===== src/hw/rtl/sfm_pkg.sv =====
// Shared types and constants for the substring first-match finder.
// No dependencies.
package sfm_pkg;

    localparam int BYTE_W     = 8;
    localparam int POS_W      = 16;
    localparam int PLEN_W     = 5;
    localparam int PAT_BYTES  = 16;
    localparam int PIDX_W     = $clog2(PAT_BYTES);
    localparam int CFG_IDX_W  = 2;
    localparam int CFG_DATA_W = 64;

    typedef logic [BYTE_W-1:0] t_byte;

    localparam t_byte NUL_BYTE = 8'h00;

    typedef enum logic [CFG_IDX_W-1:0] {
        REG_PAT_LO    = 2'd0,
        REG_PAT_HI    = 2'd1,
        REG_PAT_LEN   = 2'd2,
        REG_START_POS = 2'd3
    } t_cfg_reg;

endpackage


===== src/hw/rtl/sfm_cell.sv =====
// One window cell: holds one text byte and compares the byte entering it
// with its aligned pattern byte. Depends on sfm_pkg.
module sfm_cell (
    input  logic          i_clk,
    input  logic          i_shift_en,
    input  sfm_pkg::t_byte i_d,
    input  sfm_pkg::t_byte i_pat,
    input  logic          i_in_use,
    output sfm_pkg::t_byte o_q,
    output logic          o_ok
);
    import sfm_pkg::*;

    t_byte r_q;

    always_ff @(posedge i_clk) begin
        if (i_shift_en) begin
            r_q <= i_d;
        end
    end

    assign o_q  = r_q;
    assign o_ok = !i_in_use || (i_d == i_pat);

endmodule


===== src/hw/rtl/substring_first_match_finder_unit.sv =====
// Substring first-match finder: top level, config registers, cell row,
// result stage and output register. Depends on sfm_pkg and sfm_cell.
// Throughput: one text item per cycle while the input is not stalled.
// The result for the last item passes the compare/count stage register and then the
// result register; input stalls only while a last item waits behind a stalled result.
// Reset (synchronous, active low) clears the counter, the found flag and the valids, the
// pattern registers and length to 0, and the start position to 1.
module substring_first_match_finder_unit #(
    parameter int PATTERN_MAX = 16,
    parameter int TEXT_MAX    = 65535
) (
    input  logic                              i_clk,
    input  logic                              i_rst_n,
    input  logic                              i_in_valid,
    output logic                              o_in_stall,
    input  logic [sfm_pkg::BYTE_W-1:0]        i_text_byte,
    input  logic                              i_last_byte,
    output logic                              o_out_valid,
    input  logic                              i_out_stall,
    output logic [sfm_pkg::POS_W-1:0]         o_match_position,
    input  logic                              i_cfg_valid,
    output logic                              o_cfg_ready,
    input  logic [sfm_pkg::CFG_IDX_W-1:0]     i_cfg_index,
    input  logic [sfm_pkg::CFG_DATA_W-1:0]    i_cfg_data
);
    import sfm_pkg::*;

    localparam int CNT_W = $clog2(TEXT_MAX + 1);
    localparam logic [CNT_W-1:0] COUNT_MAX = CNT_W'(TEXT_MAX);

    // config registers
    logic [CFG_DATA_W-1:0] r_pat_lo;
    logic [CFG_DATA_W-1:0] r_pat_hi;
    logic [PLEN_W-1:0]     r_pat_len;
    logic [POS_W-1:0]      r_start;

    // text state
    logic [CNT_W-1:0]      r_count;
    logic                  r_s1_valid;
    logic                  r_s1_last;
    logic                  r_s1_hit;
    logic                  r_s1_empty;
    logic [POS_W-1:0]      r_s1_s;
    logic [POS_W-1:0]      r_s1_empty_pos;
    logic                  r_found;
    logic [POS_W-1:0]      r_found_pos;
    logic                  r_out_valid;
    logic [POS_W-1:0]      r_out_pos;

    logic [2*CFG_DATA_W-1:0] w_pat_all;
    t_byte                 w_pat [PAT_BYTES];
    logic [PLEN_W-1:0]     w_len_cap;
    logic [PLEN_W-1:0]     w_plen;
    t_byte                 w_align [PATTERN_MAX];
    logic [PATTERN_MAX-1:0] w_use;
    logic [PATTERN_MAX-1:0] w_ok;
    t_byte                 w_d [PATTERN_MAX];

    logic                  w_accept;
    logic                  w_hold;
    logic                  w_s1_done;
    logic                  w_active;
    logic [CNT_W-1:0]      n_count;
    logic [CNT_W-1:0]      w_plen_ext;
    logic [CNT_W-1:0]      w_s;
    logic                  w_hit;
    logic [POS_W-1:0]      w_empty_pos;
    logic [POS_W-1:0]      w_result;

    assign o_cfg_ready = 1'b1;

    always_ff @(posedge i_clk) begin
        if (!i_rst_n) begin
            r_pat_lo  <= '0;
            r_pat_hi  <= '0;
            r_pat_len <= '0;
            r_start   <= POS_W'(1);
        end else if (i_cfg_valid && o_cfg_ready) begin
            case (i_cfg_index)
                REG_PAT_LO:    r_pat_lo  <= i_cfg_data;
                REG_PAT_HI:    r_pat_hi  <= i_cfg_data;
                REG_PAT_LEN:   r_pat_len <= i_cfg_data[PLEN_W-1:0];
                REG_START_POS: r_start   <= i_cfg_data[POS_W-1:0];
                default: ;
            endcase
        end
    end

    // pattern bytes and effective length (cut at first NUL)
    assign w_pat_all = {r_pat_hi, r_pat_lo};

    always_comb begin
        for (int k = 0; k < PAT_BYTES; k++) begin
            w_pat[k] = w_pat_all[BYTE_W*k +: BYTE_W];
        end
    end

    always_comb begin
        w_len_cap = (r_pat_len > PLEN_W'(PATTERN_MAX)) ? PLEN_W'(PATTERN_MAX) : r_pat_len;
        w_plen    = w_len_cap;
        for (int k = PATTERN_MAX - 1; k >= 0; k--) begin
            if ((PLEN_W'(k) < w_len_cap) && (w_pat[k] == NUL_BYTE)) begin
                w_plen = PLEN_W'(k);
            end
        end
    end

    // cell j sees window byte j, compared with pattern byte plen-1-j
    always_comb begin
        logic [PLEN_W-1:0] idx;
        for (int j = 0; j < PATTERN_MAX; j++) begin
            idx        = w_plen - PLEN_W'(j) - PLEN_W'(1);
            w_use[j]   = PLEN_W'(j) < w_plen;
            w_align[j] = w_pat[idx[PIDX_W-1:0]];
        end
    end

    assign w_d[0] = i_text_byte;

    for (genvar j = 0; j < PATTERN_MAX; j++) begin : g_cell
        if (j < PATTERN_MAX - 1) begin : g_mid
            sfm_cell u_cell (
                .i_clk      (i_clk),
                .i_shift_en (w_accept && w_active),
                .i_d        (w_d[j]),
                .i_pat      (w_align[j]),
                .i_in_use   (w_use[j]),
                .o_q        (w_d[j+1]),
                .o_ok       (w_ok[j])
            );
        end else begin : g_end
            sfm_cell u_cell (
                .i_clk      (i_clk),
                .i_shift_en (w_accept && w_active),
                .i_d        (w_d[j]),
                .i_pat      (w_align[j]),
                .i_in_use   (w_use[j]),
                .o_q        (),
                .o_ok       (w_ok[j])
            );
        end
    end

    // handshake
    assign w_hold     = r_s1_valid && r_s1_last && r_out_valid && i_out_stall;
    assign o_in_stall = w_hold;
    assign w_accept   = i_in_valid && !o_in_stall;
    assign w_s1_done  = r_s1_valid && !w_hold;

    // stage 1: count and window compare
    assign w_active   = r_count != COUNT_MAX;
    assign n_count    = w_active ? r_count + CNT_W'(1) : r_count;
    assign w_plen_ext = CNT_W'(w_plen);
    assign w_s        = n_count - w_plen_ext + CNT_W'(1);
    assign w_hit      = w_active && (w_plen != '0) && (n_count >= w_plen_ext)
                        && (r_start != '0) && (POS_W'(w_s) >= r_start) && (&w_ok);
    assign w_empty_pos = ((r_start != '0) && (r_start <= POS_W'(n_count))) ? r_start : '0;

    always_ff @(posedge i_clk) begin
        if (!i_rst_n) begin
            r_count    <= '0;
            r_s1_valid <= 1'b0;
        end else begin
            if (w_accept) begin
                r_count    <= i_last_byte ? '0 : n_count;
                r_s1_valid <= 1'b1;
            end else if (w_s1_done) begin
                r_s1_valid <= 1'b0;
            end
        end
    end

    always_ff @(posedge i_clk) begin
        if (w_accept) begin
            r_s1_last      <= i_last_byte;
            r_s1_hit       <= w_hit;
            r_s1_empty     <= w_plen == '0;
            r_s1_s         <= POS_W'(w_s);
            r_s1_empty_pos <= w_empty_pos;
        end
    end

    // stage 2: first-match tracking and result
    assign w_result = r_s1_empty ? r_s1_empty_pos :
                      r_found    ? r_found_pos :
                      r_s1_hit   ? r_s1_s : '0;

    always_ff @(posedge i_clk) begin
        if (!i_rst_n) begin
            r_found <= 1'b0;
        end else if (w_s1_done) begin
            if (r_s1_last) begin
                r_found <= 1'b0;
            end else if (r_s1_hit && !r_found) begin
                r_found <= 1'b1;
            end
        end
    end

    always_ff @(posedge i_clk) begin
        if (w_s1_done && !r_s1_last && r_s1_hit && !r_found) begin
            r_found_pos <= r_s1_s;
        end
    end

    always_ff @(posedge i_clk) begin
        if (!i_rst_n) begin
            r_out_valid <= 1'b0;
        end else if (w_s1_done && r_s1_last) begin
            r_out_valid <= 1'b1;
        end else if (!i_out_stall) begin
            r_out_valid <= 1'b0;
        end
    end

    always_ff @(posedge i_clk) begin
        if (w_s1_done && r_s1_last) begin
            r_out_pos <= w_result;
        end
    end

    assign o_out_valid      = r_out_valid;
    assign o_match_position = r_out_pos;

    // checks
    a_out_from_last: assert property (@(posedge i_clk) disable iff (!i_rst_n)
        $rose(o_out_valid) |-> $past(r_s1_valid && r_s1_last))
        else $error("result item without a last text item");

    a_stall_cause: assert property (@(posedge i_clk) disable iff (!i_rst_n)
        o_in_stall |-> (o_out_valid && r_s1_valid && r_s1_last))
        else $error("input stalled without a blocked result");

    a_found_pos: assert property (@(posedge i_clk) disable iff (!i_rst_n)
        r_found |-> (r_found_pos != '0) && (r_found_pos <= POS_W'(COUNT_MAX)))
        else $error("remembered match position out of range");

endmodule

===== config.mk =====
export PLATFORM = sky130hd
export DESIGN_NAME = substring_first_match_finder_unit
export DESIGN_NICKNAME = d
export VERILOG_FILES = /design/src/hw/rtl/sfm_pkg.sv /design/src/hw/rtl/sfm_cell.sv /design/src/hw/rtl/substring_first_match_finder_unit.sv
export SDC_FILE = /design/constraint.sdc
export NUM_CORES = 1
export LEC_CHECK = 0
export ABC_CLOCK_PERIOD_IN_PS = 9200
export BUFFER_PORTS_ARGS = -buffer_cell sky130_fd_sc_hd__buf_2
export CORE_ASPECT_RATIO = 0.8
export CORE_MARGIN = 2
export CORE_UTILIZATION = 54
export DETAILED_ROUTE_END_ITERATION = 8
export HOLD_SLACK_MARGIN = 0.08
export PLACE_DENSITY = 0.74
export REMOVE_ABC_BUFFERS = 1
export SLEW_MARGIN = 40
export SYNTH_ARGS = -nofsm -noshare
export SYNTH_HDL_FRONTEND = slang
export SYNTH_HIERARCHICAL = 1
export SYNTH_SLANG_ARGS = --single-unit

===== constraint.sdc =====
create_clock -name i_clk -period 9.2 [get_ports i_clk]
set_clock_uncertainty 0.1 [all_clocks]
set_input_delay 1.38 -clock i_clk [delete_from_list [all_inputs] [get_ports i_clk]]
set_output_delay 1.38 -clock i_clk [all_outputs]
set_load 0.02 [all_outputs]

# Word-level counts from Yosys, hierarchy flattened
# Index checks and enable logic that the tools add are counted.
# word_totals
reg_bits	355
output_inout_bits	19
wordCells	324
in_bits	80
# classes
eq_ne	21
reduce_logical	96
muxes	76
n_bitwise	16
addsub	33
magnitude_cmp	52
# ops
operator	count
binary-select mux 8 bit (select 4 bit)	16
two-way mux 8 bit	32
equality test 8 bit	16
zero test 8 bit	16
two-way mux 5 bit	17
greater-or-equal comparator 5 bit, second input constant	16
< comparator 4 x 5 -> 1 bit, first input constant	16
two-way mux 16 bit	5
NOT 4 -> 5 bit	16
subtractor 4 x 1 -> 4 bit, second input constant	16
< comparator 3 x 5 -> 1 bit, first input constant	8
logical AND 1 bit	33
adder 16 x 1 -> 16 bit, second input constant	2
subtractor 4 bit, second input constant	8
< comparator 1 x 5 -> 1 bit, first input constant	4
< comparator 2 x 5 -> 1 bit, first input constant	4
zero test 1 bit	19
greater-or-equal comparator 16 bit	1
greater-or-equal comparator 16 x 5 -> 1 bit	1
<= comparator 16 bit	1
logical OR 1 bit	16
inequality test 16 bit, second input constant	1
AND reduction 16 bit	1
nonzero test 16 bit	1
other kinds (13)	28

# Longest topological paths before layout
# Gate-level depths: netlist (run 1).
# logic_depth
word_depth	30
mapped_depth	28

# Modules after synthesis
# Netlist (run 1), hierarchy kept.
# by_module_without_submodules
mod	n_inst	seq_area_each_um2	area_each_um2	cells_per_inst
substring_first_match_finder_unit	1	5375.2	20059.2	2166
sfm_cell	16	240.2	327.8	19

# Worst setup path before layout (run 1)
# OpenSTA, ideal clock, no wires.
# synth_timing
kind	input-to-reg
startpoint	in i_out_stall
endpoint	reg g_cell[0].g_mid.u_cell.r_q[0], enable pin
path_buffers	1
setup_slack_ns	1.279
path_stages	4
setup_ns	0.617
arrival_ns	7.204
cell_sequence	nand2_1 o21ai_1 clkbuf_1 nor2_1
# synth_via
elab_chain_len	4
# synth_lines
item	line	rtl
from (decl)	substring_first_match_finder_unit.sv:19	input logic i_out_stall,
logical AND 1 bit	substring_first_match_finder_unit.sv:145	assign w_hold = r_s1_valid && r_s1_last && r_out_valid && i_out_stall;
zero test 1 bit	substring_first_match_finder_unit.sv:147	assign w_accept = i_in_valid && !o_in_stall;
logical AND 1 bit	substring_first_match_finder_unit.sv:147	
logical AND 1 bit	n/a	
to (signal assigned)	sfm_cell.sv:18	r_q <= i_d;
to (decl)	sfm_cell.sv:14	t_byte r_q;
# Every way passes these cells.
# A chain may end at the register's enable or synchronous reset.

# Final worst setup path (run 1)
# layout_timing
startpoint	reg r_pat_hi[18]
endpoint	reg r_s1_hit (data pin)
# layout_via
elab_cells_between_ends	182
# layout_rtl
item	line	rtl
from (decl)	substring_first_match_finder_unit.sv:33	logic [CFG_DATA_W-1:0] r_pat_hi;
from (signal assigned)	substring_first_match_finder_unit.sv:81	REG_PAT_HI: r_pat_hi <= i_cfg_data;
zero test 8 bit	substring_first_match_finder_unit.sv:102	if ((PLEN_W'(k) < w_len_cap) && (w_pat[k] == NUL_BYTE)) begin
logical AND 1 bit	substring_first_match_finder_unit.sv:102	
two-way mux 5 bit (11 in a row)	substring_first_match_finder_unit.sv:102	
subtractor 16 x 5 -> 16 bit	substring_first_match_finder_unit.sv:154	assign w_s = n_count - w_plen_ext + CNT_W'(1);
adder 16 x 1 -> 16 bit	substring_first_match_finder_unit.sv:154	
named net w_s[14]	substring_first_match_finder_unit.sv:65	logic [CNT_W-1:0] w_s;
greater-or-equal comparator 16 bit	substring_first_match_finder_unit.sv:156	&& (r_start != '0) && (POS_W'(w_s) >= r_start) && (&w_ok);
logical AND 1 bit (2 in a row)	substring_first_match_finder_unit.sv:156	
named net w_hit	substring_first_match_finder_unit.sv:66	logic w_hit;
to (signal assigned)	substring_first_match_finder_unit.sv:176	r_s1_hit <= w_hit;
to (decl)	substring_first_match_finder_unit.sv:41	logic r_s1_hit;
# The timed path passes the listed nets, and every way through them passes these cells. The select of a mux whose other input is x is not followed.

==> results.json, run 1 <==
{
  "vias": 20700,
  "hold_start": "g_cell[10].g_mid.u_cell/o_q[6]",
  "grt_max_degree": 106,
  "avgSynthCellArea_um2": 10.2,
  "timing.rr.start": "r_pat_hi[18]",
  "nNetsFinal": 2641,
  "critPathKind": "reg2reg",
  "dieWidth_um": 245,
  "cp_data_arrival_time_ns": 7.46,
  "cts_root_buf": "clkbuf_16",
  "via_per_inst": 6.61,
  "fin_crit_ns": 7.22,
  "start_util_pct": 54.8,
  "antenna_found_initial": 2,
  "synth_area_um2": 25100,
  "drcViolationCount": 0,
  "setup_viol": 0,
  "grt_usage_pct": 36.5,
  "seq_area_um2": 8980,
  "netlist_instances": 2462,
  "maxCapViolCount": 0,
  "hold_depth": 0,
  "cts_made_buffers": 39,
  "hpwl_mm": 65.8,
  "max-clock-path-buffers": 3,
  "cts_setup_buffers": 0,
  "cts_tree": "done",
  "gp_congestion": 0.987,
  "p_leak_nw": 10.8,
  "start_kind": "flip-flop",
  "final_layout_size_suffix_gt1_share_pct": 12.9,
  "required_ns": 9.44,
  "wl_per_cell_um": 28.5,
  "grt-ovfl-total": 0,
  "crit_fanout": 18,
  "reg2regPathDepth": 22,
  "clock-sinks": 355,
  "cts_hold_buf": 0,
  "hp-class": "reg2reg",
  "tightestPinTransition_ns": 0.981,
  "numPortBuffers": 97,
  "n_antenna_cell": 0,
  "rsz0062_at_grt": "no",
  "ctsResizeCount": 0,
  "num_rows": 70,
  "setup_tns_ns": 0,
  "firstDrtPassIters": 6,
  "drt-total-wl_mm": 89.0,
  "outcome": "completed",
  "fp.dieArea_um2": 48200,
  "ir_drop_uv": 170,
  "core_area_um2": 45700,
  "p_per_area_nw_per_um2": 226,
  "maxSlewHeadroom_pct": 34.0,
  "drtAntennaViolNets": 0,
  "die_h_um": 197,
  "hold_viol": 0,
  "grt_pass1_vias": 19600,
  "drv_slew": 0,
  "htree_levels": 2,
  "fin_crit_sh_pct": 78.5,
  "fmax_mhz": 138,
  "end_kind": "flip-flop",
  "clk-insertion-delay-late_ns": 0.58,
  "multi_input_area_um2": 15200,
  "first_iter_violations": 2558,
  "grt_first_pass_wirelength_mm": 130,
  "fin_total_pwr_mw": 6.18,
  "n_fill_cell": 3865,
  "path_clk_slew_ns": 0.07,
  "area_growth_pct": 8.99,
  "io_pins": 99,
  "crit_start": "r_pat_hi[18]",
  "ys_warn_count": 6
}
-- sequential cells by signal, indices dropped and copies added, names as in the netlist, 5 cells and up --
register / cells
g_cell.g_mid.u_cell/o_q: 120
r_pat_hi: 64
r_pat_lo: 64
o_match_position: 16
r_count: 16
r_found_pos: 16
r_s1_empty_pos: 16
r_s1_s: 16
r_start: 16
r_pat_len: 5
-- metal layers --
layer / part of all wire (%) / track usage, % / vias to the layer above
met4: 4.5 / 15.2 / 2
met2: 41 / 52.6 / 1186
li1: - / - / 9114
met1: 43 / 52.9 / 10200
met3: 11 / 7.90 / 215
met5: 0.015 / 0 / -
-- metrics by stage --
stage                     hold slack (ns)  instances  setup WS (ns)  util, %  cell area [um^2]
after detailed placement            0.339       3057           2.15     56.8             26000
after global placement              0.333       3054           2.20     56.7             25900
after CTS                           0.348       3129           2.16     59.7             27300
after global routing                0.367       3129           1.63     59.7             27300
after floorplan                     0.326       2311          -2.89        -             24300
final                               0.341       3129           1.98     59.7             27300
-- cell usage in the layout, fill, tap and decap left out, types with 34 or more instances in the layout --
cell type and n:
clkbuf_16 40, dfxtp_1 167, a21boi_0 148, nor2_1 50
nand4_1 48, a22o_1 38, buf_2 96, mux2i_1 530
xnor2_1 145, edfxtp_1 187, ha_1 71, o21ai_0 38
inv_1 55, nand2_1 377, nand3_1 34, mux4_2 47
-- power by group --
part           switching (mW)  internal (mW)  total (mW)
Clock                   0.705          0.957        1.66
Sequential              0.119           1.78        1.90
Combinational            1.51           1.10        2.61
Total                    2.34           3.84        6.18
-- layout make-up --
cell class,instances,area share (%)
clock buffer,47,3.94
clock inverter,25,0.957
inverter,60,0.847
multi-input combinational,1896,55.7
sequential,355,32.9
tap,612,2.80
timing repair buffer,134,2.87
-- path summary, 6_finish.rpt --
kind,endpoint,slack (ns)
min,g_cell[11].g_mid.u_cell/o_q[6],0.34
min reg2reg,g_cell[11].g_mid.u_cell/o_q[6],0.34
max reg2reg,r_s1_hit,1.98
max,r_s1_hit,1.98
-- critical path, cell delays in order, from the launching register on --
cell	delay (ns)
dfxtp_1	0.40
nor4_1	0.72
nand2_1	0.18
o31ai_1	0.40
a211oi_2	0.12
o21ai_4	0.67
buf_4	0.44
ha_1	0.23
inv_1	0.05
fa_1	0.54
o21bai_1	0.12
a21oi_1	0.16
o21bai_1	0.11
a21oi_1	0.36
o211ai_1	0.23
a31o_2	0.28
a21oi_1	0.17
xnor2_1	0.12
ha_1	0.23
or4_1	0.60
a2111oi_0	0.37
o21ai_0	0.18
and4b_1	0.20
No activity file was read; power rests on OpenSTA's default activity.
==> run 2, diff against run 1 <==
- ABC_CLOCK_PERIOD_IN_PS: 9200 -> 7250
- clock period: 9.2 -> 7.25 ns (I/O delays scaled with it)
==> run 2 against run 1 <==
Effect of this change:
- cell count increased by 0.89%
- via count increased by 0.95%
- highest routed layer unchanged
- sequential cell count unchanged
- critical path type unchanged
==> results.json, run 2 (synthesized netlist as in run 1, its figures left out) <==
{
  "outcome": "completed",
  "clk-insertion-delay-late_ns": 0.59,
  "nNetsFinal": 2668,
  "hp-class": "reg2reg",
  "dieWidth_um": 245,
  "cts_tree": "done",
  "fp.dieArea_um2": 48200,
  "numPortBuffers": 97,
  "grt_usage_pct": 35.8,
  "cts_setup_buffers": 0,
  "critPathKind": "reg2reg",
  "clock-sinks": 355,
  "cp_cell_sequence": "or3b_4 > o2111ai_2 > o31ai_1 > or4_1 > nor4_1 > nand4_1 > ha_1 > ha_1 > o21ai_0 > a21oi_1 > o21ai_0 > a21boi_0 > o2111ai_1 > nand3_1 > nand2_1 > xnor2_1 > ha_1 > or4_1 > a2111oi_0 > o21ai_0 > and4b_1",
  "setup_viol": 0,
  "clkPwrFrac_pct": 26.3,
  "setup_tns_ns": 0,
  "largest_register_ffs": 120,
  "vias": 20900,
  "rsz0062_at_grt": "no",
  "cp_slowest_cell": "dfxtp_1",
  "power.internal_mw": 4.85,
  "hold_viol": 0,
  "drcViolationCount": 0,
  "ir_drop_uv": 208,
  "p_sw_share_pct": 38.2,
  "finish.utilization_pct": 60.1,
  "final_cell_mix": "mux2i_1, nand2_1, edfxtp_1",
  "drt-total-wl_mm": 86.8,
  "start_util_pct": 54.8,
  "tightestPinTransition_ns": 0.842,
  "r2r_slack_ns": 0.62,
  "gp_congestion": 1.02,
  "fin_cells": 3157,
  "htree_levels": 2,
  "start_kind": "flip-flop",
  "hold-worst-slack_ns": 0.356,
  "p_leak_nw": 11.0,
  "fin_crit_ns": 6.63,
  "grt_first_pass_wirelength_mm": 128,
  "cts_made_buffers": 39,
  "maxCapViolCount": 0,
  "first_iter_violations": 2557,
  "drv_slew": 0,
  "cp_data_arrival_time_ns": 6.86,
  "grt_pass1_vias": 19700,
  "fmax_mhz": 151,
  "antenna_found_initial": 5,
  "path_clk_slew_ns": 0.06,
  "path_delay_family": "simple AND/OR/NAND/NOR gates",
  "drtAntennaViolNets": 0,
  "area_growth_pct": 9.62,
  "core_area_um2": 45700,
  "switching_power_mw": 3.00,
  "pwr-share-comb_pct": 43.1,
  "crit_fanout": 10,
  "cts_hold_buf": 0,
  "firstDrtPassIters": 5,
  "p_per_area_nw_per_um2": 286,
  "maxSlewHeadroom_pct": 43.9,
  "fin_crit_sh_pct": 91.4,
  "hpwl_mm": 63.6,
  "placed_cells": 3083,
  "required_ns": 7.48,
  "ctsResizeCount": 0,
  "io_pins": 99,
  "seqPwrFrac_pct": 30.6,
  "crit_path_max_incr_delay_ns": 0.53,
  "wl_per_cell_um": 27.5,
  "max-clock-path-buffers": 3,
  "final_common_cell": "mux2i_1",
  "final_layout_size_suffix_gt1_share_pct": 13.8,
  "grt_max_degree": 117,
  "cts_root_buf": "clkbuf_16",
  "num_rows": 70,
  "end_kind": "flip-flop",
  "path_buf_inv": 0,
  "via_per_inst": 6.62,
  "grt-ovfl-total": 0,
  "die_h_um": 197
}
run 2: final timing paths:
kind                                  endpoint  cells after the start    startpoint
worst min register to register  r_found_pos[5]                      0     r_s1_s[5]
worst max register to register        r_s1_hit                     21  r_pat_len[3]
worst min-delay path            r_found_pos[5]                      0     r_s1_s[5]
worst max-delay path                  r_s1_hit                     21  r_pat_len[3]
run 2: worst register-to-register path, delay by kind of cell, from the launching register on:
kind                     cells  cell delay [ns]
XOR/XNOR                     1             0.17
flip-flops                   1             0.53
AND/OR/NAND/NOR              8             2.55
AO/OA/AOI/OAI                9             2.00
adder cells (fa/ha/maj)      3             1.03
run 2: power by group through the flow:
stage	clock network (mW)	logic, mW	registers [mW]
after floorplan	0	2.55	2.39
after global placement	0	3.21	2.44
after detailed placement	0	3.28	2.44
after CTS	2.08	3.29	2.40
after global routing	2.15	3.56	2.41
final	2.07	3.38	2.41
run 2: area by class of cell:
type	instances	area [um^2]
fill	3792	18200
sequential	355	8980
clock buffer	44	995
antenna	2	5.00
multi-input combinational	1896	15200
tap	612	766
timing repair buffer	161	996
clock inverter	27	293
inverter	60	231
run 2: through the flow:
stage	setup slack [ns]	instance area [um^2]	power, mW
after floorplan	-4.84	24300	4.94
after global placement	0.876	26100	5.64
after detailed placement	0.710	26200	5.72
after CTS	0.657	27400	7.77
after global routing	0.138	27500	8.12
final	0.622	27500	7.85
run 2: metal layers:
| layer | share of wire [%] | vias to the layer above | GRT usage, % | wire, um |
|---|---|---|---|---|
| met2 | 41 | 1331 | 51.3 | 35600 |
| li1 | - | 9173 | - | - |
| met4 | 4.3 | 4 | 13.7 | 3700 |
| met3 | 13 | 235 | 9.25 | 11300 |
| met5 | 0.031 | - | 0 | 27 |
| met1 | 42 | 10100 | 51.6 | 36100 |
